$ cat config.mk
export PLATFORM = sky130hd
export DESIGN_NAME = text_to_tilemap_writer_core
export DESIGN_NICKNAME = d
export VERILOG_FILES = /design/src/rtl/ttw_pkg.sv /design/src/rtl/ttw_div.sv /design/src/rtl/ttw_datapath.sv /design/src/rtl/ttw_ctrl.sv /design/src/rtl/text_to_tilemap_writer_core.sv
export SDC_FILE = /design/constraint.sdc
export NUM_CORES = 1
export LEC_CHECK = 0
export BUFFER_PORTS_ARGS = -buffer_cell sky130_fd_sc_hd__buf_4
export CAP_MARGIN = 30
export CORE_MARGIN = 10
export CORE_UTILIZATION = 40
export CTS_CLUSTER_SIZE = 40
export DETAILED_ROUTE_END_ITERATION = 10
export SLEW_MARGIN = 20
export SYNTH_ARGS = -nofsm -noshare
export SYNTH_HDL_FRONTEND = slang
export SYNTH_HIERARCHICAL = 1
export SYNTH_SLANG_ARGS = --single-unit
$ cat constraint.sdc
create_clock -name clk_i -period 4.58 [get_ports clk_i]
set_clock_uncertainty 0.15 [all_clocks]
set_input_delay 1.145 -clock clk_i [delete_from_list [all_inputs] [get_ports clk_i]]
set_output_delay 1.145 -clock clk_i [all_outputs]
set_load 0.01 [all_outputs]
$ cat src/rtl/ttw_pkg.sv
// Package for the text-to-tile-map writer.
// Holds codes, screen constants, the controller state type and the
// command and status structs shared by the controller and the datapath.
package ttw_pkg;

  localparam int CFG_IDX_W  = 3;
  localparam int CFG_DATA_W = 16;

  localparam logic [7:0] SCREEN_COLUMNS = 8'd48;
  localparam logic [7:0] LAST_ROW       = 8'd27;
  localparam int         TAB_STOP_LOG2  = 2;
  localparam int         MAP_ROW_SHIFT  = 6;
  localparam logic [3:0] FONT_MAX       = 4'd8;

  localparam logic [7:0] CHAR_END     = 8'd0;
  localparam logic [7:0] CHAR_TAB     = 8'd9;
  localparam logic [7:0] CHAR_NEWLINE = 8'd10;
  localparam logic [7:0] CHAR_CR      = 8'd13;

  typedef enum logic [CFG_IDX_W-1:0] {
    CFG_FONT_WIDTH      = 3'd0,
    CFG_FONT_HEIGHT     = 3'd1,
    CFG_GLYPHS_PER_ROW  = 3'd2,
    CFG_FIRST_CHAR_CODE = 3'd3,
    CFG_CHARSET_BASE    = 3'd4,
    CFG_PALETTE_SEL     = 3'd5,
    CFG_ADVANCE_MODE    = 3'd6,
    CFG_MAP_BASE        = 3'd7
  } ttw_cfg_e;

  typedef enum logic [6:0] {
    ST_IDLE   = 7'b0000001,
    ST_DECODE = 7'b0000010,
    ST_DIVIDE = 7'b0000100,
    ST_MUL1   = 7'b0001000,
    ST_MUL2   = 7'b0010000,
    ST_BASE   = 7'b0100000,
    ST_EMIT   = 7'b1000000
  } ttw_state_e;

  typedef struct packed {
    logic accept;
    logic stop;
    logic tab;
    logic newline;
    logic start_glyph;
    logic div_start;
    logic mul1;
    logic mul2;
    logic base;
    logic emit;
    logic advance;
  } ttw_cmd_t;

  typedef struct packed {
    logic stopped;
    logic halt;
    logic is_cr;
    logic is_tab;
    logic is_newline;
    logic zero_size;
    logic need_div;
    logic div_done;
    logic out_free;
    logic last_tile;
  } ttw_status_t;

  function automatic logic [7:0] ttw_move(input logic [7:0] pos, input logic [3:0] amt,
                                          input logic dec);
    logic [7:0] ext;
    ext = {4'b0000, amt};
    return dec ? (pos - ext) : (pos + ext);
  endfunction

  function automatic logic [3:0] ttw_eff_size(input logic [3:0] v);
    return (v > FONT_MAX) ? FONT_MAX : v;
  endfunction

endpackage

$ cat src/rtl/ttw_div.sv
// Remainder unit for the glyph row term, two quotient bits per cycle.
// 8-bit dividend, 7-bit nonzero divisor; does not use ttw_pkg.
module ttw_div (
  input  logic       clk_i,
  input  logic       rst_ni,
  input  logic       start_i,
  input  logic [7:0] dividend_i,
  input  logic [6:0] divisor_i,
  output logic       done_o,
  output logic [6:0] rem_o
);

  logic       busy_q, busy_d;
  logic [1:0] cnt_q, cnt_d;
  logic [7:0] dv_q, dv_d;
  logic [6:0] rem_q, rem_d;
  logic [6:0] r1;

  function automatic logic [6:0] div_step(input logic [6:0] r, input logic b,
                                          input logic [6:0] d);
    logic [7:0] t;
    t = {r, b};
    if (t >= {1'b0, d}) begin
      t = t - {1'b0, d};
    end
    return t[6:0];
  endfunction

  assign done_o = busy_q && (cnt_q == 2'd3);
  assign rem_o  = rem_q;

  always_comb begin
    busy_d = busy_q;
    cnt_d  = cnt_q;
    dv_d   = dv_q;
    rem_d  = rem_q;
    r1     = div_step(rem_q, dv_q[7], divisor_i);
    if (start_i) begin
      busy_d = 1'b1;
      cnt_d  = 2'd0;
      dv_d   = dividend_i;
      rem_d  = 7'd0;
    end else if (busy_q) begin
      rem_d = div_step(r1, dv_q[6], divisor_i);
      dv_d  = {dv_q[5:0], 2'b00};
      cnt_d = cnt_q + 2'd1;
      if (cnt_q == 2'd3) begin
        busy_d = 1'b0;
      end
    end
  end

  always_ff @(posedge clk_i or negedge rst_ni) begin
    if (!rst_ni) begin
      busy_q <= 1'b0;
      cnt_q  <= 2'd0;
    end else begin
      busy_q <= busy_d;
      cnt_q  <= cnt_d;
    end
  end

  always_ff @(posedge clk_i) begin
    dv_q  <= dv_d;
    rem_q <= rem_d;
  end

endmodule

$ cat src/rtl/ttw_datapath.sv
// Datapath: config registers, cursor state, tile and address generation,
// output word register. Depends on ttw_pkg and ttw_div.
module ttw_datapath
  import ttw_pkg::*;
(
  input  logic                  clk_i,
  input  logic                  rst_ni,
  input  ttw_cmd_t              cmd_i,
  output ttw_status_t           status_o,
  input  logic                  cfg_valid_i,
  input  logic [CFG_IDX_W-1:0]  cfg_index_i,
  input  logic [CFG_DATA_W-1:0] cfg_data_i,
  output logic                  cfg_ready_o,
  input  logic [7:0]            char_code_i,
  input  logic                  string_start_i,
  input  logic [7:0]            start_col_i,
  input  logic [7:0]            start_row_i,
  output logic                  out_valid_o,
  input  logic                  out_stall_i,
  output logic [15:0]           map_address_o,
  output logic [15:0]           tile_word_o,
  output logic                  last_write_o
);

  logic [3:0]  font_width_q, font_height_q;
  logic [6:0]  glyphs_per_row_q;
  logic [7:0]  first_char_q;
  logic [10:0] charset_base_q;
  logic [1:0]  palette_q, mode_q;
  logic [15:0] map_base_q;

  logic [7:0]  col_q, col_d, row_q, row_d, line_start_q, line_start_d;
  logic        stopped_q, stopped_d;
  logic        out_valid_q, out_valid_d;

  logic [7:0]  ch_q;
  logic [7:0]  glyph_q;
  logic [11:0] qgw_q;
  logic [15:0] rowterm_q;
  logic [10:0] stride_q;
  logic [15:0] col_tile_q, tile_q, col_addr_q, addr_q;
  logic [2:0]  gx_q, gy_q;
  logic [15:0] out_addr_q, out_tile_q;
  logic        out_last_q;

  logic [3:0]  w_eff, h_eff, w_m1, h_m1;
  logic [7:0]  glyph_d, qg;
  logic [6:0]  div_rem;
  logic        div_done;
  logic [11:0] glyph_w, qgw_d;
  logic [15:0] rowterm_d, tile_base, pos, col_addr_d;
  logic [10:0] stride_d;
  logic [7:0]  tab_col_base, tab_row_base;
  logic [11:0] tab_col_prod, tab_row_prod;
  logic [7:0]  adv_col, adv_row;
  logic        new_column, last_tile;

  assign w_eff = ttw_eff_size(font_width_q);
  assign h_eff = ttw_eff_size(font_height_q);
  assign w_m1  = w_eff - 4'd1;
  assign h_m1  = h_eff - 4'd1;

  assign glyph_d = ch_q - first_char_q;

  ttw_div u_div (
    .clk_i      (clk_i),
    .rst_ni     (rst_ni),
    .start_i    (cmd_i.div_start),
    .dividend_i (glyph_d),
    .divisor_i  (glyphs_per_row_q),
    .done_o     (div_done),
    .rem_o      (div_rem)
  );

  assign qg        = glyph_q - {1'b0, div_rem};
  assign qgw_d     = {4'b0000, qg} * {8'b0, w_eff};
  assign rowterm_d = {4'b0000, qgw_q} * {12'b0, h_m1};
  assign glyph_w   = {4'b0000, glyph_q} * {8'b0, w_eff};
  assign tile_base = {5'b0, charset_base_q} + {4'b0, glyph_w} + rowterm_q;
  assign stride_d  = {4'b0000, glyphs_per_row_q} * {7'b0, w_eff};
  assign pos       = {2'b00, row_q, {MAP_ROW_SHIFT{1'b0}}} + {8'b0, col_q};
  assign col_addr_d = map_base_q + pos;

  assign new_column = (gy_q == h_m1[2:0]);
  assign last_tile  = (gx_q == w_m1[2:0]) && new_column;

  // tab stops
  assign tab_col_base = ((col_q >> TAB_STOP_LOG2) + 8'd1) << TAB_STOP_LOG2;
  assign tab_row_base = ((row_q >> TAB_STOP_LOG2) + 8'd1) << TAB_STOP_LOG2;
  assign tab_col_prod = {4'b0000, tab_col_base} * {8'b0, w_eff};
  assign tab_row_prod = {4'b0000, tab_row_base} * {8'b0, h_eff};

  always_comb begin
    if (mode_q[0]) begin
      adv_row = ttw_move(row_q, h_eff, mode_q[1]);
      adv_col = col_q;
    end else begin
      adv_row = row_q;
      adv_col = ttw_move(col_q, w_eff, mode_q[1]);
    end
  end

  always_comb begin
    col_d        = col_q;
    row_d        = row_q;
    line_start_d = line_start_q;
    stopped_d    = stopped_q;
    if (cmd_i.accept && string_start_i) begin
      col_d        = start_col_i;
      line_start_d = start_col_i;
      row_d        = start_row_i;
      stopped_d    = 1'b0;
    end
    if (cmd_i.stop) begin
      stopped_d = 1'b1;
    end
    if (cmd_i.tab) begin
      if (mode_q[0]) begin
        row_d = tab_row_prod[7:0];
      end else begin
        col_d = tab_col_prod[7:0];
      end
    end
    if (cmd_i.newline) begin
      row_d = ttw_move(row_q, h_eff, mode_q[1]);
      col_d = line_start_q;
    end
    if (cmd_i.advance) begin
      if (adv_col >= SCREEN_COLUMNS) begin
        row_d = ttw_move(adv_row, h_eff, mode_q[1]);
        col_d = line_start_q;
      end else begin
        row_d = adv_row;
        col_d = adv_col;
      end
    end
  end

  always_comb begin
    out_valid_d = out_valid_q;
    if (cmd_i.emit) begin
      out_valid_d = 1'b1;
    end else if (!out_stall_i) begin
      out_valid_d = 1'b0;
    end
  end

  always_ff @(posedge clk_i or negedge rst_ni) begin
    if (!rst_ni) begin
      font_width_q     <= 4'd1;
      font_height_q    <= 4'd1;
      glyphs_per_row_q <= 7'd32;
      first_char_q     <= 8'd32;
      charset_base_q   <= 11'd0;
      palette_q        <= 2'd0;
      mode_q           <= 2'd0;
      map_base_q       <= 16'd0;
      col_q            <= 8'd0;
      row_q            <= 8'd0;
      line_start_q     <= 8'd0;
      stopped_q        <= 1'b1;
      out_valid_q      <= 1'b0;
    end else begin
      col_q        <= col_d;
      row_q        <= row_d;
      line_start_q <= line_start_d;
      stopped_q    <= stopped_d;
      out_valid_q  <= out_valid_d;
      if (cfg_valid_i) begin
        case (cfg_index_i)
          CFG_FONT_WIDTH:      font_width_q     <= cfg_data_i[3:0];
          CFG_FONT_HEIGHT:     font_height_q    <= cfg_data_i[3:0];
          CFG_GLYPHS_PER_ROW:  glyphs_per_row_q <= cfg_data_i[6:0];
          CFG_FIRST_CHAR_CODE: first_char_q     <= cfg_data_i[7:0];
          CFG_CHARSET_BASE:    charset_base_q   <= cfg_data_i[10:0];
          CFG_PALETTE_SEL:     palette_q        <= cfg_data_i[1:0];
          CFG_ADVANCE_MODE:    mode_q           <= cfg_data_i[1:0];
          CFG_MAP_BASE:        map_base_q       <= cfg_data_i;
          default: ;
        endcase
      end
    end
  end

  always_ff @(posedge clk_i) begin
    if (cmd_i.accept) begin
      ch_q <= char_code_i;
    end
    if (cmd_i.start_glyph) begin
      glyph_q   <= glyph_d;
      rowterm_q <= 16'd0;
    end
    if (cmd_i.mul1) begin
      qgw_q <= qgw_d;
    end
    if (cmd_i.mul2) begin
      rowterm_q <= rowterm_d;
    end
    if (cmd_i.base) begin
      col_tile_q <= tile_base;
      tile_q     <= tile_base;
      stride_q   <= stride_d;
      col_addr_q <= col_addr_d;
      addr_q     <= col_addr_d;
      gx_q       <= 3'd0;
      gy_q       <= 3'd0;
    end
    if (cmd_i.emit) begin
      out_addr_q <= addr_q;
      out_tile_q <= {tile_q[15:14] | palette_q, tile_q[13:0]};
      out_last_q <= last_tile;
      if (new_column) begin
        gy_q       <= 3'd0;
        gx_q       <= gx_q + 3'd1;
        col_addr_q <= col_addr_q + 16'd1;
        addr_q     <= col_addr_q + 16'd1;
        col_tile_q <= col_tile_q + 16'd1;
        tile_q     <= col_tile_q + 16'd1;
      end else begin
        gy_q   <= gy_q + 3'd1;
        addr_q <= addr_q + (16'd1 << MAP_ROW_SHIFT);
        tile_q <= tile_q + {5'b0, stride_q};
      end
    end
  end

  assign status_o.stopped    = stopped_q;
  assign status_o.halt       = (ch_q == CHAR_END) || (col_q >= SCREEN_COLUMNS) ||
                               (row_q > LAST_ROW);
  assign status_o.is_cr      = (ch_q == CHAR_CR);
  assign status_o.is_tab     = (ch_q == CHAR_TAB);
  assign status_o.is_newline = (ch_q == CHAR_NEWLINE);
  assign status_o.zero_size  = (w_eff == 4'd0) || (h_eff == 4'd0);
  assign status_o.need_div   = (glyphs_per_row_q != 7'd0) && (h_eff > 4'd1);
  assign status_o.div_done   = div_done;
  assign status_o.out_free   = !out_valid_q || !out_stall_i;
  assign status_o.last_tile  = last_tile;

  assign cfg_ready_o   = 1'b1;
  assign out_valid_o   = out_valid_q;
  assign map_address_o = out_addr_q;
  assign tile_word_o   = out_tile_q;
  assign last_write_o  = out_last_q;

endmodule

$ cat src/rtl/ttw_ctrl.sv
// Controller state machine: sequences decode, remainder, multiplies and
// the tile write loop. Depends on ttw_pkg.
module ttw_ctrl
  import ttw_pkg::*;
(
  input  logic        clk_i,
  input  logic        rst_ni,
  input  logic        in_valid_i,
  output logic        in_stall_o,
  input  ttw_status_t status_i,
  output ttw_cmd_t    cmd_o
);

  ttw_state_e state_q, state_d;

  assign in_stall_o = (state_q != ST_IDLE);

  always_comb begin
    state_d = state_q;
    cmd_o   = '0;
    case (state_q)
      ST_IDLE: begin
        if (in_valid_i) begin
          cmd_o.accept = 1'b1;
          state_d      = ST_DECODE;
        end
      end
      ST_DECODE: begin
        state_d = ST_IDLE;
        if (status_i.stopped || status_i.is_cr && !status_i.halt) begin
        end else if (status_i.halt) begin
          cmd_o.stop = 1'b1;
        end else if (status_i.is_tab) begin
          cmd_o.tab = 1'b1;
        end else if (status_i.is_newline) begin
          cmd_o.newline = 1'b1;
        end else if (status_i.zero_size) begin
          cmd_o.advance = 1'b1;
        end else begin
          cmd_o.start_glyph = 1'b1;
          if (status_i.need_div) begin
            cmd_o.div_start = 1'b1;
            state_d         = ST_DIVIDE;
          end else begin
            state_d = ST_BASE;
          end
        end
      end
      ST_DIVIDE: begin
        if (status_i.div_done) begin
          state_d = ST_MUL1;
        end
      end
      ST_MUL1: begin
        cmd_o.mul1 = 1'b1;
        state_d    = ST_MUL2;
      end
      ST_MUL2: begin
        cmd_o.mul2 = 1'b1;
        state_d    = ST_BASE;
      end
      ST_BASE: begin
        cmd_o.base = 1'b1;
        state_d    = ST_EMIT;
      end
      ST_EMIT: begin
        if (status_i.out_free) begin
          cmd_o.emit = 1'b1;
          if (status_i.last_tile) begin
            cmd_o.advance = 1'b1;
            state_d       = ST_IDLE;
          end
        end
      end
      default: begin
        state_d = ST_IDLE;
      end
    endcase
  end

  always_ff @(posedge clk_i or negedge rst_ni) begin
    if (!rst_ni) begin
      state_q <= ST_IDLE;
    end else begin
      state_q <= state_d;
    end
  end

endmodule

$ cat src/rtl/text_to_tilemap_writer_core.sv
// Top level of the text-to-tile-map writer.
// Joins ttw_ctrl and ttw_datapath; depends on ttw_pkg.
//
// One character word is taken at a time. A control code, an ignored code,
// a character of a stopped string or the code that ends a string goes
// from decode straight back to idle, as does a printable character in a
// zero-size font. A printable character with a w x h font gives w*h map
// writes, one per cycle unless the output stalls. When the font is one
// tile high or glyphs_per_row is zero, the writes follow decode and base
// directly; otherwise the glyph row term first waits on the remainder
// unit and two registered multiplies. The next character is accepted
// while the previous one's last write still sits in the output register.
module text_to_tilemap_writer_core
  import ttw_pkg::*;
(
  input  logic                  clk_i,
  input  logic                  rst_ni,
  input  logic                  cfg_valid_i,
  output logic                  cfg_ready_o,
  input  logic [CFG_IDX_W-1:0]  cfg_index_i,
  input  logic [CFG_DATA_W-1:0] cfg_data_i,
  input  logic                  in_valid_i,
  output logic                  in_stall_o,
  input  logic [7:0]            char_code_i,
  input  logic                  string_start_i,
  input  logic [7:0]            start_col_i,
  input  logic [7:0]            start_row_i,
  output logic                  out_valid_o,
  input  logic                  out_stall_i,
  output logic [15:0]           map_address_o,
  output logic [15:0]           tile_word_o,
  output logic                  last_write_o
);

  ttw_cmd_t    cmd;
  ttw_status_t status;

  ttw_ctrl u_ctrl (
    .clk_i      (clk_i),
    .rst_ni     (rst_ni),
    .in_valid_i (in_valid_i),
    .in_stall_o (in_stall_o),
    .status_i   (status),
    .cmd_o      (cmd)
  );

  ttw_datapath u_datapath (
    .clk_i          (clk_i),
    .rst_ni         (rst_ni),
    .cmd_i          (cmd),
    .status_o       (status),
    .cfg_valid_i    (cfg_valid_i),
    .cfg_index_i    (cfg_index_i),
    .cfg_data_i     (cfg_data_i),
    .cfg_ready_o    (cfg_ready_o),
    .char_code_i    (char_code_i),
    .string_start_i (string_start_i),
    .start_col_i    (start_col_i),
    .start_row_i    (start_row_i),
    .out_valid_o    (out_valid_o),
    .out_stall_i    (out_stall_i),
    .map_address_o  (map_address_o),
    .tile_word_o    (tile_word_o),
    .last_write_o   (last_write_o)
  );

endmodule

# Word level (Yosys, flattened, before mapping)
# Index checks and enable logic that the tools add are counted.
[word_totals] ff_bits=263 latchBits=0 mem_bits_rw=0 mem_bits_ro=0 inputBits=49 elab_cells=216 n_memories=0
[classes] addsub=25 mul=6 div_mod_pow=0 magnitude_cmp=8 eq_ne=26 n_shift=0 n_mux=87 bitwise_logic=1 n_reduce_logical=31
[ops] operator="16-bit 2-to-1 mux" count=14
[ops] operator="8-bit 2-to-1 mux" count=19
[ops] operator="7-bit 2-to-1 mux" count=10
[ops] operator="7-bit one-hot mux with 7 select lines" count=1
[ops] operator="16-bit by 1-bit adder with 16-bit output, second input constant" count=2
[ops] operator="16-bit adder" count=2
[ops] operator="8-bit by 4-bit adder with 8-bit output" count=3
[ops] operator="8-bit by 4-bit equality test with 1-bit output, second input constant" count=3
[ops] operator="8-bit by 4-bit multiplier with 12-bit output" count=2
[ops] operator="8-bit by 4-bit subtractor with 8-bit output" count=3
[ops] operator="1-bit 2-to-1 mux" count=23
[ops] operator="3-bit 2-to-1 mux" count=7
[ops] operator="16-bit by 11-bit adder with 16-bit output" count=1
[ops] operator="16-bit by 7-bit adder with 16-bit output, second input constant" count=1
[ops] operator="8-bit by 6-bit >= comparator with 1-bit output, second input constant" count=2
[ops] operator="8-bit by 7-bit >= comparator with 1-bit output" count=2
[ops] operator="12-bit by 4-bit multiplier with 16-bit output" count=1
[ops] operator="2-bit AND reduction" count=8
[ops] operator="14-bit by 8-bit adder with 15-bit output" count=1
[ops] operator="7-bit subtractor" count=2
[ops] operator="11-bit by 12-bit adder with 13-bit output" count=1
[ops] operator="6-bit by 1-bit adder with 6-bit output, second input constant" count=2
[ops] operator="3-bit equality test, second input constant" count=4
[ops] operator="6-bit by 4-bit multiplier with 6-bit output" count=2
[ops] operator="other kinds (39)" count=68

# Depth between registers and ports, before layout
# Gate-level depths: netlist of run 1.
[depth] word_depth=14 depth_mapped=22 mapped_depth_nobuf=21

# Modules after synthesis
# Netlist of run 1, hierarchy kept.
[by_module_without_submodules] mod="ttw_datapath" instances=1 cells_each=2012 area_per_inst_um2=19157.1 seq_area_each_um2=6402.4
[by_module_without_submodules] mod="ttw_div" instances=1 cells_each=165 area_per_inst_um2=1574.0 seq_area_each_um2=455.4
[by_module_without_submodules] mod="ttw_ctrl" instances=1 cells_each=66 area_per_inst_um2=521.8 seq_area_each_um2=176.4

# Worst setup path after synthesis of run 1
# OpenSTA, ideal clock, no wires.
[synth_path] path_kind="reg2reg" startpoint="register u_datapath.font_width_q[0]" endpoint="register u_datapath.tile_q[14] (data pin)" t_arrival_ns=4.592 t_required_ns=4.155 slack_ns=-0.437 path_stages_with_launch=21 path_buffers=2 path_cell_list="dfstp_2 > nor2b_1 > clkbuf_1 > clkbuf_1 > nand2_1 > fa_1 > inv_1 > fa_1 > inv_1 > fa_1 > inv_1 > ha_1 > nor2b_1 > o21a_1 > o21ai_0 > a21oi_1 > o211a_1 > o21a_1 > o21ai_0 > xor2_1 > o221ai_1"
[synth_via] elab_chain_cells=7
[synth_rtl] element="start, declared" line_no="ttw_datapath.sv:25" source="logic [3:0] font_width_q, font_height_q;"
[synth_rtl] element="start signal, assigned" line_no="ttw_datapath.sv:171" source="CFG_FONT_WIDTH: font_width_q <= cfg_data_i[3:0];"
[synth_rtl] element="4-bit greater-than comparator" line_no="ttw_pkg.sv:76" source="return (v > FONT_MAX) ? FONT_MAX : v;"
[synth_rtl] element="4-bit 2-to-1 mux *" line_no="ttw_pkg.sv:76"
[synth_rtl] element="8-bit by 4-bit multiplier with 12-bit output *" line_no="ttw_datapath.sv:78" source="assign glyph_w = {4'b0000, glyph_q} * {8'b0, w_eff};"
[synth_rtl] element="11-bit by 12-bit adder with 13-bit output *" line_no="ttw_datapath.sv:79" source="assign tile_base = {5'b0, charset_base_q} + {4'b0, glyph_w} + rowterm_q;"
[synth_rtl] element="16-bit adder *" line_no="ttw_datapath.sv:79"
[synth_rtl] element="16-bit 2-to-1 mux *" line_no="ttw_datapath.sv:199" source="if (cmd_i.base) begin"
[synth_rtl] element="16-bit 2-to-1 mux *" line_no="ttw_datapath.sv:208" source="if (cmd_i.emit) begin"
[synth_rtl] element="end signal, assigned" line_no="ttw_datapath.sv:201" source="tile_q <= tile_base;"
[synth_rtl] element="end signal, assigned" line_no="ttw_datapath.sv:218" source="tile_q <= col_tile_q + 16'd1;"
[synth_rtl] element="end signal, assigned" line_no="ttw_datapath.sv:222" source="tile_q <= tile_q + {5'b0, stride_q};"
[synth_rtl] element="end, declared" line_no="ttw_datapath.sv:41" source="logic [15:0] col_tile_q, tile_q, col_addr_q, addr_q;"
# Every way passes the cells marked *; elsewhere a longest branch is shown, timed or not. The select of a mux whose other input is x is not followed.
# A chain may end at the register's enable or synchronous reset.

# Worst setup path in the final report of run 1
[layout_path] startpoint="register u_datapath.font_width_q[3]" endpoint="register u_datapath.tile_q[14] (data pin)"
# Same word-level chain as after synthesis.

==> results of run 1 <==
sequential cells by signal, summed over array words and instances, names as in the netlist, 12 cells and up:
signal and count:
u_datapath/map_base_q 16, u_datapath/rowterm_q 16, u_datapath/qgw_q 12, u_datapath/tile_q 16, u_datapath/col_tile_q 16, u_datapath/map_address_o 16, u_datapath/col_addr_q 16, u_datapath/addr_q 16
u_datapath/tile_word_o 16
power breakdown:
part,internal (mW),switching (mW)
clock,1.49,1.05
sequential,3.02,0.389
combinational,4.34,5.51
total,8.85,6.95
worst paths after layout:
path,endpoint,slack (ns),cells after the start
hold reg to reg,u_datapath/map_address_o[4]$_DFFE_PP_,0.27,0
setup / recovery,u_datapath/tile_q[14]$_DFFE_PP_,0.001,16
min in group asynchronous,u_datapath/first_char_q[7]$_DFFE_PN0P_,0.48,1
hold / removal,u_datapath/map_address_o[4]$_DFFE_PP_,0.27,0
setup reg to reg,u_datapath/tile_q[14]$_DFFE_PP_,0.001,16
max in group asynchronous,u_datapath/font_width_q[2]$_DFFE_PN0P_,2.92,2
cells by family (layout without fill, tap and decap cells):
| group | count (synthesis) | in the layout | share of synthesized area |
|---|---|---|---|
| AO/OA/AOI/OAI | 454 | 454 | 0.1373 |
| AND/OR/NAND/NOR | 677 | 677 | 0.1600 |
| buffers and inverters | 319 | 489 | 0.05946 |
| multiplexers | 99 | 99 | 0.05092 |
| other | 1 | 1 | 0.0001764 |
| flip-flops | 263 | 263 | 0.3310 |
| adder cells (fa/ha/maj) | 277 | 277 | 0.1969 |
| XOR/XNOR | 153 | 153 | 0.06429 |
routing by layer:
metal / routed length (um) / GRT usage
met4: 2171 / 0.06781
met5: 0 / 0
met3: 2536 / 0.02106
met1: 25260 / 0.2291
met2: 26380 / 0.2864
layout make-up:
class                      instances  area (um2)  share of cell area
multi-input combinational       1661       13230              0.5395
sequential                       263        7037              0.2869
timing repair buffer             190        1441             0.05877
inverter                         241       910.9             0.03714
tap                              688       860.8             0.03510
clock buffer                      37       808.3             0.03296
clock inverter                    21       236.5            0.009642
synthesized netlist by cell type (9+ instances only):
master	n
a211oi_1	26
a21o_1	36
a21oi_1	123
a221oi_1	9
a31oi_1	15
and2_1	69
and3_1	23
clkbuf_1	53
dfrtp_1	84
dfxtp_1	42
edfxtp_1	131
fa_1	96
ha_1	180
inv_1	240
mux2_2	69
mux2i_1	29
nand2_1	185
nand2b_1	25
nand3_1	60
nand4_1	12
nor2_1	140
nor2b_1	59
nor3_1	38
nor3b_1	13
o211ai_1	13
o21a_1	19
o21ai_0	120
o21bai_1	13
o31ai_1	11
or2_2	11
xnor2_1	90
xor2_1	61
what timing repair did:
action / in CTS / in global routing
pin swaps: 2 / 29
endpoints found under the setup margin: 6 / 30
cloned: 0 / 0
gates resized for setup: 9 / 51
buffers inserted: 0 / 12
metrics by stage:
stage                     hold WS (ns)  area [um2]
after detailed placement        0.2545       23150
after global routing            0.2917       24530
after floorplan                 0.2503       21330
after global placement          0.2564       23150
final                           0.2683       24530
after CTS                       0.2688       24230
==> impl_metrics.tcl, run 1 <==
set metrics [dict create \
    fin_tns_setup_ns 0 \
    ys_types 98 \
    dieArea_mm2 0.06275 \
    cts.htree.levels 1 \
    gr-total-overflow 0 \
    synth-edff-count 131 \
    vias 16350 \
    path_cells "nor2b_4 -> buf_4 -> buf_4 -> and2_1 -> fa_1 -> inv_1 -> fa_1 -> fa_1 -> inv_1 -> ha_1 -> or3_1 -> o211a_1 -> o21a_1 -> o21ai_2 -> xor2_1 -> o221ai_1" \
    ys_seq_area_frac 0.3310 \
    cts_tree "done" \
    fin_nets 2713 \
    grt_pass1_vias 16160 \
    synth_top_area_frac 0.1851 \
    dieHeight_um 250.5 \
    core_mm2 0.05255 \
    setup_ws_ns 0.001362 \
    max-slew-margin-rel 0.4129 \
    path_buf_inv 4 \
    numCtsBuffers 31 \
    detail-route-antenna-nets 0 \
    start_kind "register" \
    finalHoldViolations 0 \
    clk_path_buf_depth 3 \
    finalCritPeriodShare 0.9997 \
    p_per_area_mw_per_mm2 644.3 \
    maxSlewViolCount 0 \
    ioPinCount 85 \
    dpl.cell_count 3031 \
    start_util 0.4044 \
    port_buffers 83 \
    layout_commonest_cell "inv_1" \
    layout_common_cells "inv_1 (233), buf_4 (187), nand2_1 (182), ha_1 (175), nor2_1 (139)" \
    totalWireLength_mm 56.35 \
    pre_cts_ws_ns -0.08554 \
    fillers 4973 \
    gp_congestion 0.8899 \
    critical_path.top_delay_family "adder cells" \
    final-setup-viol-count 0 \
    stdcell_count 3101 \
    ys_seq_elements 263 \
    die_w_um 250.5 \
    cp-startpoint "u_datapath/font_width_q[3]$_DFFE_PN0P_" \
    clk_pin_slew_worst_paths_ns 0.06 \
    critical_path_class "reg -> reg" \
    critPathMaxStageDelay_ns 0.52 \
    drcViolationCount 0 \
    r2r_start "u_datapath/font_width_q[3]$_DFFE_PN0P_" \
    avgSynthCellArea_um2 9.475 \
    min_path_type "reg -> reg" \
    grt_pass1_wl_mm 88.98 \
    yosysWarnings 6 \
    vias_per_cell 5.273 \
    synthFlopType "edfxtp_1" \
    async_flop_share 0.3422 \
    tightest_slew_ns 0.8781 \
    cpMaxStageDelayCell "fa_1" \
    power.total_mw 15.80 \
    drive_gt1_frac 0.1687 \
    clkLatencyLatePin_ns 0.61 \
    critPathMaxFanout 10 \
    track_usage 0.1740 \
    synth_area_mm2 0.02125 \
    arrival_ns 4.76 \
    cp.required_ns 4.76 \
    dp_hpwl_mm 44.20 \
    root_buffer "clkbuf_16" \
    syn-num-nets 2568 \
    cp-end-kind "register" \
    drtIter0Drc 1076 \
    antennaDiodeCount 0 \
    fmax_mhz 218.4 \
    fin_util 0.4667 \
    period_needed_ns 4.579 \
    drtPass1Iterations 5 \
    antenna_found_initial 0 \
    wl_per_cell_um 18.17 \
    synth.area.top_cells "edfxtp_1 (19%), ha_1 (11%), dfrtp_1 (9.9%)" \
    crit_path_frequent_cell "fa_1" \
    synth_largest_area_cell "edfxtp_1" \
    syn_to_final_growth_pct 15.40 \
    worstHoldStart "u_datapath/addr_q[4]$_DFFE_PP_" \
    postCtsHoldBufs 0 \
    clkSinkCount 263 \
    cap_violations 0 \
    ir_drop_mv 0.4793 \
    grt_max_degree 68 \
    rows 84 \
    leakage_nw 10.84 \
    postSynthCellCount 2243 \
    status "finished, final reports clean" \
    rsz0062_at_grt "yes" \
]
(Power assumes the default switching activity.)
==> run 2: changes to the inputs <==
Settings changed: GPL_ROUTABILITY_DRIVEN set to 0, REMOVE_ABC_BUFFERS set to 1.
==> run 2 against run 1 <==
  * Critical path depth rose by 2
  * Design area rose by 1.2%
  * Die area did not move
  * Wire length rose by 0.81%
  * Critical path type unchanged
  * Highest routed layer unchanged
  * Total power rose by 2.1%
  * Core utilization rose by 0.55 points
  * Count of clock-buffer cells in the layout rose by 9
==> impl_metrics.tcl, run 2 (same netlist as run 1, synthesis figures left out) <==
set metrics [dict create \
    status "finished, final reports clean" \
    fmax_mhz 218.4 \
    clk_pin_slew_worst_paths_ns 0.06 \
    power.share.sequential 0.213 \
    rsz0062_at_grt "yes" \
    rows 84 \
    arrival_ns 4.67 \
    fillers 4928 \
    drive_gt1_frac 0.1771 \
    cpMaxStageDelayCell "dfstp_2" \
    grt_max_degree 82 \
    core_mm2 0.05255 \
    start_util 0.4044 \
    antenna_found_initial 1 \
    syn_to_final_growth_pct 16.75 \
    numCtsBuffers 34 \
    p_int_mw 9.206 \
    worstHoldStart "u_datapath/addr_q[1]$_DFFE_PP_" \
    cp-startpoint "u_datapath/font_width_q[0]$_DFFE_PN1P_" \
    layout_commonest_cell "inv_1" \
    critPathMaxStageDelay_ns 0.53 \
    fin_util 0.4722 \
    critPathMaxFanout 2 \
    clkSinkCount 263 \
    grt_pass1_vias 16500 \
    pwr-share-comb 0.616 \
    dp_hpwl_mm 43.70 \
    clk_path_buf_depth 3 \
    cts_tree "done" \
    switching_share 0.4292 \
    wl_per_cell_um 18.17 \
    vias 16680 \
    hold_ws_ns 0.2713 \
    gr-total-overflow 0 \
    ioPinCount 85 \
    dieHeight_um 250.5 \
    finalHoldViolations 0 \
    r2r_start "u_datapath/font_width_q[0]$_DFFE_PN1P_" \
    fin_nets 2739 \
    fin_tns_setup_ns 0 \
    maxSlewViolCount 0 \
    final-setup-viol-count 0 \
    port_buffers 83 \
    totalWireLength_mm 56.81 \
    cap_violations 0 \
    power.total_mw 16.13 \
    dieArea_mm2 0.06275 \
    cp-end-kind "register" \
    detail-route-antenna-nets 0 \
    pwr-share-clk 0.171 \
    layout_common_cells "inv_1 (237), buf_4 (207), nand2_1 (183), ha_1 (172), nor2_1 (138)" \
    vias_per_cell 5.334 \
    crit_path_frequent_cell "fa_1" \
    drtPass1Iterations 5 \
    leakage_nw 11.03 \
    power_switching_mw 6.922 \
    critical_path_class "reg -> reg" \
    track_usage 0.1777 \
    multi_input_area_mm2 0.01323 \
    drtIter0Drc 1116 \
    cts.htree.levels 2 \
    die_w_um 250.5 \
    min_path_type "reg -> reg" \
    grt_pass1_wl_mm 90.38 \
    finalCritPeriodShare 0.9997 \
    tightest_slew_ns 0.8980 \
    start_kind "register" \
    clkLatencyLatePin_ns 0.54 \
    period_needed_ns 4.579 \
    ir_drop_mv 0.2987 \
    drcViolationCount 0 \
    antennaDiodeCount 0 \
    root_buffer "clkbuf_16" \
    max-slew-margin-rel 0.4014 \
    path_cells "nor2b_4 -> nand2_2 -> fa_1 -> inv_1 -> fa_1 -> inv_1 -> fa_1 -> inv_2 -> ha_4 -> nor2b_2 -> o21a_1 -> o21ai_2 -> a21oi_2 -> o211a_1 -> o21a_1 -> o21ai_1 -> xor2_1 -> o221ai_1" \
    regArea_mm2 0.007036 \
    cp.required_ns 4.67 \
    p_per_area_mw_per_mm2 650.0 \
]
run 2: repair_timing:
item,in CTS,in global routing
setup buffers,6,13
hold buffers,0,0
gates resized for setup,19,59
setup endpoints to repair,10,24
pin swaps,8,28
run 2: layout make-up:
class / count / area share
clock buffer: 46 / 0.03989
clock inverter: 15 / 0.006353
inverter: 241 / 0.03646
multi-input combinational: 1661 / 0.5331
sequential: 263 / 0.2835
tap: 688 / 0.03469
timing repair buffer: 213 / 0.06600
run 2: metal layers:
metal	GRT usage	vias to the layer above	share of wire
met1	0.2371	8093	0.46
met5	0	-	0
met3	0.02808	82	0.050
met2	0.2849	391	0.46
met4	0.06627	0	0.029
li1	-	8113	-
run 2: worst max-delay path, delay by kind of cell (launching register included):
family                     cells  cell delay, ns
and+or+nand+nor                3            0.38
AOI/OAI and AO/OA              7            1.18
buffers and inverters          3            0.15
xor gates and xnor gates       1            0.21
DFF                            1            0.53
adders and majority gates      4            1.70
run 2: per-stage QoR:
step | cells | setup slack [ns] | cell area (um2)
after floorplan | 2165 | -2.289 | 20890
after global placement | 3045 | -0.1625 | 23220
after detailed placement | 3045 | -0.2376 | 23220
after CTS | 3112 | -0.02148 | 24460
after global routing | 3127 | -0.2271 | 24810
final | 3127 | 0.001497 | 24810
run 2: final timing paths:
check,to,slack (ns),depth (start not counted)
min,u_datapath/map_address_o[1]$_DFFE_PP_,0.27,0
min reg2reg,u_datapath/map_address_o[1]$_DFFE_PP_,0.27,0
max reg2reg,u_datapath/tile_q[14]$_DFFE_PP_,0.001,18
min in group asynchronous,u_datapath/row_q[3]$_DFF_PN0_,0.41,1
max in group asynchronous,u_datapath/charset_base_q[7]$_DFFE_PN0P_,2.99,3
max,u_datapath/tile_q[14]$_DFFE_PP_,0.001,18
run 2: power groups by stage:
stage	Sequential [mW]	Combinational (mW)	Clock (mW)
floorplan	3.37	6.78	0
global placement	3.45	9.21	0
detailed placement	3.47	9.40	0
CTS	3.42	9.54	2.82
global route	3.48	11.1	2.92
finish	3.44	9.94	2.75
==> run 3: changes to the inputs <==
Settings changed: GPL_TIMING_DRIVEN set to 0.
==> run 3 against run 2 <==
  * The run now ends with setup timing left
  * Critical path depth is 2 higher
  * Largest power group unchanged
  * Combinational power is 0.7% lower
  * Non-clock buffer count is 38 lower
  * Fmax is 4.9% lower
  * Highest routed layer unchanged
  * Largest cell class unchanged
  * Design area is 0.54% higher
  * Register-to-register slack worse by 0.24 ns
  * First-iteration DRC count is 8.8% higher
  * Sequential power is 3% higher
  * Die area stayed put
  * Core utilization is 0.26 points higher
  * Count of clock-buffer cells in the layout is 5 lower
  * Final cell count is 1.2% lower
==> impl_metrics.tcl, run 3 (same netlist as run 1, synthesis figures left out) <==
set metrics [dict create \
    tightest_slew_ns 0.9105 \
    cap_violations 0 \
    ir_drop_mv 0.3005 \
    drtPass1Iterations 6 \
    grt_pass1_vias 16450 \
    r2r_end "u_datapath/tile_q[14]$_DFFE_PP_" \
    cts.htree.levels 1 \
    grt_pass1_wl_mm 88.50 \
    max-slew-margin-rel 0.3915 \
    gr-total-overflow 0 \
    dieArea_mm2 0.06275 \
    cp.required_ns 4.76 \
    clkSinkCount 263 \
    arrival_ns 4.99 \
    drive_gt1_frac 0.1854 \
    layout_commonest_cell "inv_1" \
    track_usage 0.1728 \
    grt_max_degree 91 \
    critical_path_class "reg -> reg" \
    start_util 0.4044 \
    dp_hpwl_mm 41.21 \
    maxSlewViolCount 0 \
    min_path_type "in -> async" \
    layout_common_cells "inv_1 (222), nand2_1 (177), ha_1 (169), buf_4 (152), nor2_1 (135)" \
    r2r_slack_ns -0.24 \
    vias 16490 \
    failed_checks "setup timing" \
    setup_ws_ns -0.2364 \
    totalWireLength_mm 56.20 \
    drtIter0Drc 1214 \
    postCtsHoldBufs 0 \
    power.total_mw 15.95 \
    r2r_start "u_datapath/font_width_q[3]$_DFFE_PN0P_" \
    ff2ff_path_depth 20 \
    clkLatencyLatePin_ns 0.60 \
    clk_pin_slew_worst_paths_ns 0.06 \
    die_w_um 250.5 \
    wl_per_cell_um 18.19 \
    final-setup-viol-count 4 \
    fin_nets 2700 \
    antenna_found_initial 1 \
    drcViolationCount 0 \
    dpl.cell_count 2950 \
    cp-end-kind "register" \
    finalHoldViolations 0 \
    start_kind "register" \
    detail-route-antenna-nets 0 \
    core_mm2 0.05255 \
    stdcell_count 3089 \
    clk_path_buf_depth 3 \
    cts_tree "done" \
    root_buffer "clkbuf_16" \
    port_buffers 83 \
    leakage_nw 10.93 \
    critPathMaxFanout 7 \
    p_per_area_mw_per_mm2 639.2 \
    numCtsBuffers 31 \
    finalCritPeriodShare 1.052 \
    fmax_mhz 207.6 \
    ioPinCount 85 \
    fin_util 0.4748 \
    period_needed_ns 4.816 \
    syn_to_final_growth_pct 17.39 \
    rsz0062_at_grt "yes" \
    dieHeight_um 250.5 \
    rows 84 \
    vias_per_cell 5.339 \
    status "finished with violations" \
]
==> run 3: cell types whose count changed in the layout (fill, tap and decap cells not counted), moves of 7 or more <==
| cell | before | now |
|---|---|---|
| o21ai_1 | 10 | 17 |
| o21ai_0 | 108 | 100 |
| inv_2 | 3 | 16 |
| inv_1 | 237 | 222 |
| buf_4 | 207 | 152 |
==> run 3: worst max path at each step <==
stage,from,to,slack (ns),cells after the start
6_report,u_datapath/font_width_q[3]$_DFFE_PN0P_,u_datapath/tile_q[14]$_DFFE_PP_,-0.24,20
3_5_place_dp,u_datapath/font_height_q[3]$_DFFE_PN0P_,u_datapath/rowterm_q[14]$_SDFFCE_PN0P_,-1.33,19
4_1_cts,u_datapath/font_width_q[3]$_DFFE_PN0P_,u_datapath/tile_q[14]$_DFFE_PP_,-0.27,23
2_1_floorplan,out_stall_i,u_datapath/addr_q[0]$_DFFE_PP_,-2.29,6
3_3_place_gp,out_stall_i,u_datapath/addr_q[0]$_DFFE_PP_,-5.77,7
5_1_grt,u_datapath/font_width_q[3]$_DFFE_PN0P_,u_datapath/tile_q[14]$_DFFE_PP_,-0.36,20
==> run 3: critical path, stage by stage (launching register included) <==
cell and delay, ns:
dfrtp_4 0.50, buf_16 0.16, nor2b_4 0.13, clkbuf_16 0.17
nand2_4 0.05, fa_1 0.50, inv_2 0.04, fa_1 0.54
inv_2 0.04, fa_1 0.49, inv_2 0.04, ha_4 0.21
nor2b_2 0.15, o21a_1 0.20, o21ai_2 0.15, a21oi_2 0.08
o211a_1 0.25, o21a_1 0.19, o21ai_2 0.16, xor2_2 0.22
o221ai_1 0.13
==> run 3: layer usage <==
layer | GRT usage | vias to the layer above | part of all wire
met1 | 0.2252 | 8007 | 0.45
met3 | 0.02106 | 79 | 0.043
met4 | 0.04819 | 0 | 0.027
met2 | 0.2956 | 368 | 0.48
li1 | - | 8037 | -
met5 | 0 | - | 0
==> run 3: layout make-up <==
type	count	area, um2
Clock inverter	17	195.2
Multi-Input combinational cell	1663	13540
Antenna cell	1	2.502
Clock buffer	41	834.6
Sequential cell	263	7044
Inverter	241	912.1
Tap cell	688	860.8
Timing Repair Buffer	175	1564
Fill cell	4826	27600
==> run 3: stage by stage <==
stage	worst slack, ns	hold slack, ns	instance area (um2)	TNS [ns]
3_3_place_gp	-5.766	0.2567	22380	-698.51
2_1_floorplan	-2.289	0.2503	20890	-168.19
4_1_cts	-0.2656	0.2678	24340	-0.7177
6_report	-0.2364	0.2690	24950	-0.6583
5_1_grt	-0.3629	0.2711	24950	-2.361
3_5_place_dp	-1.331	0.2552	22710	-43.44
==> run 3: what timing repair did <==
| item | CTS | global route |
|---|---|---|
| buffers inserted | 39 | 36 |
| pin swaps | 35 | 61 |
| cloned | 3 | 0 |
| hold endpoints to repair | 0 | 0 |
| resized for setup | 66 | 85 |
| setup endpoints to repair | 73 | 41 |
==> run 3: power breakdown <==
group / leakage [nW] / total [mW] / switching [mW] / internal, mW
Clock: 0.500 / 2.53 / 1.03 / 1.50
Combinational: 7.80 / 9.87 / 5.39 / 4.48
Sequential: 2.63 / 3.54 / 0.520 / 3.02
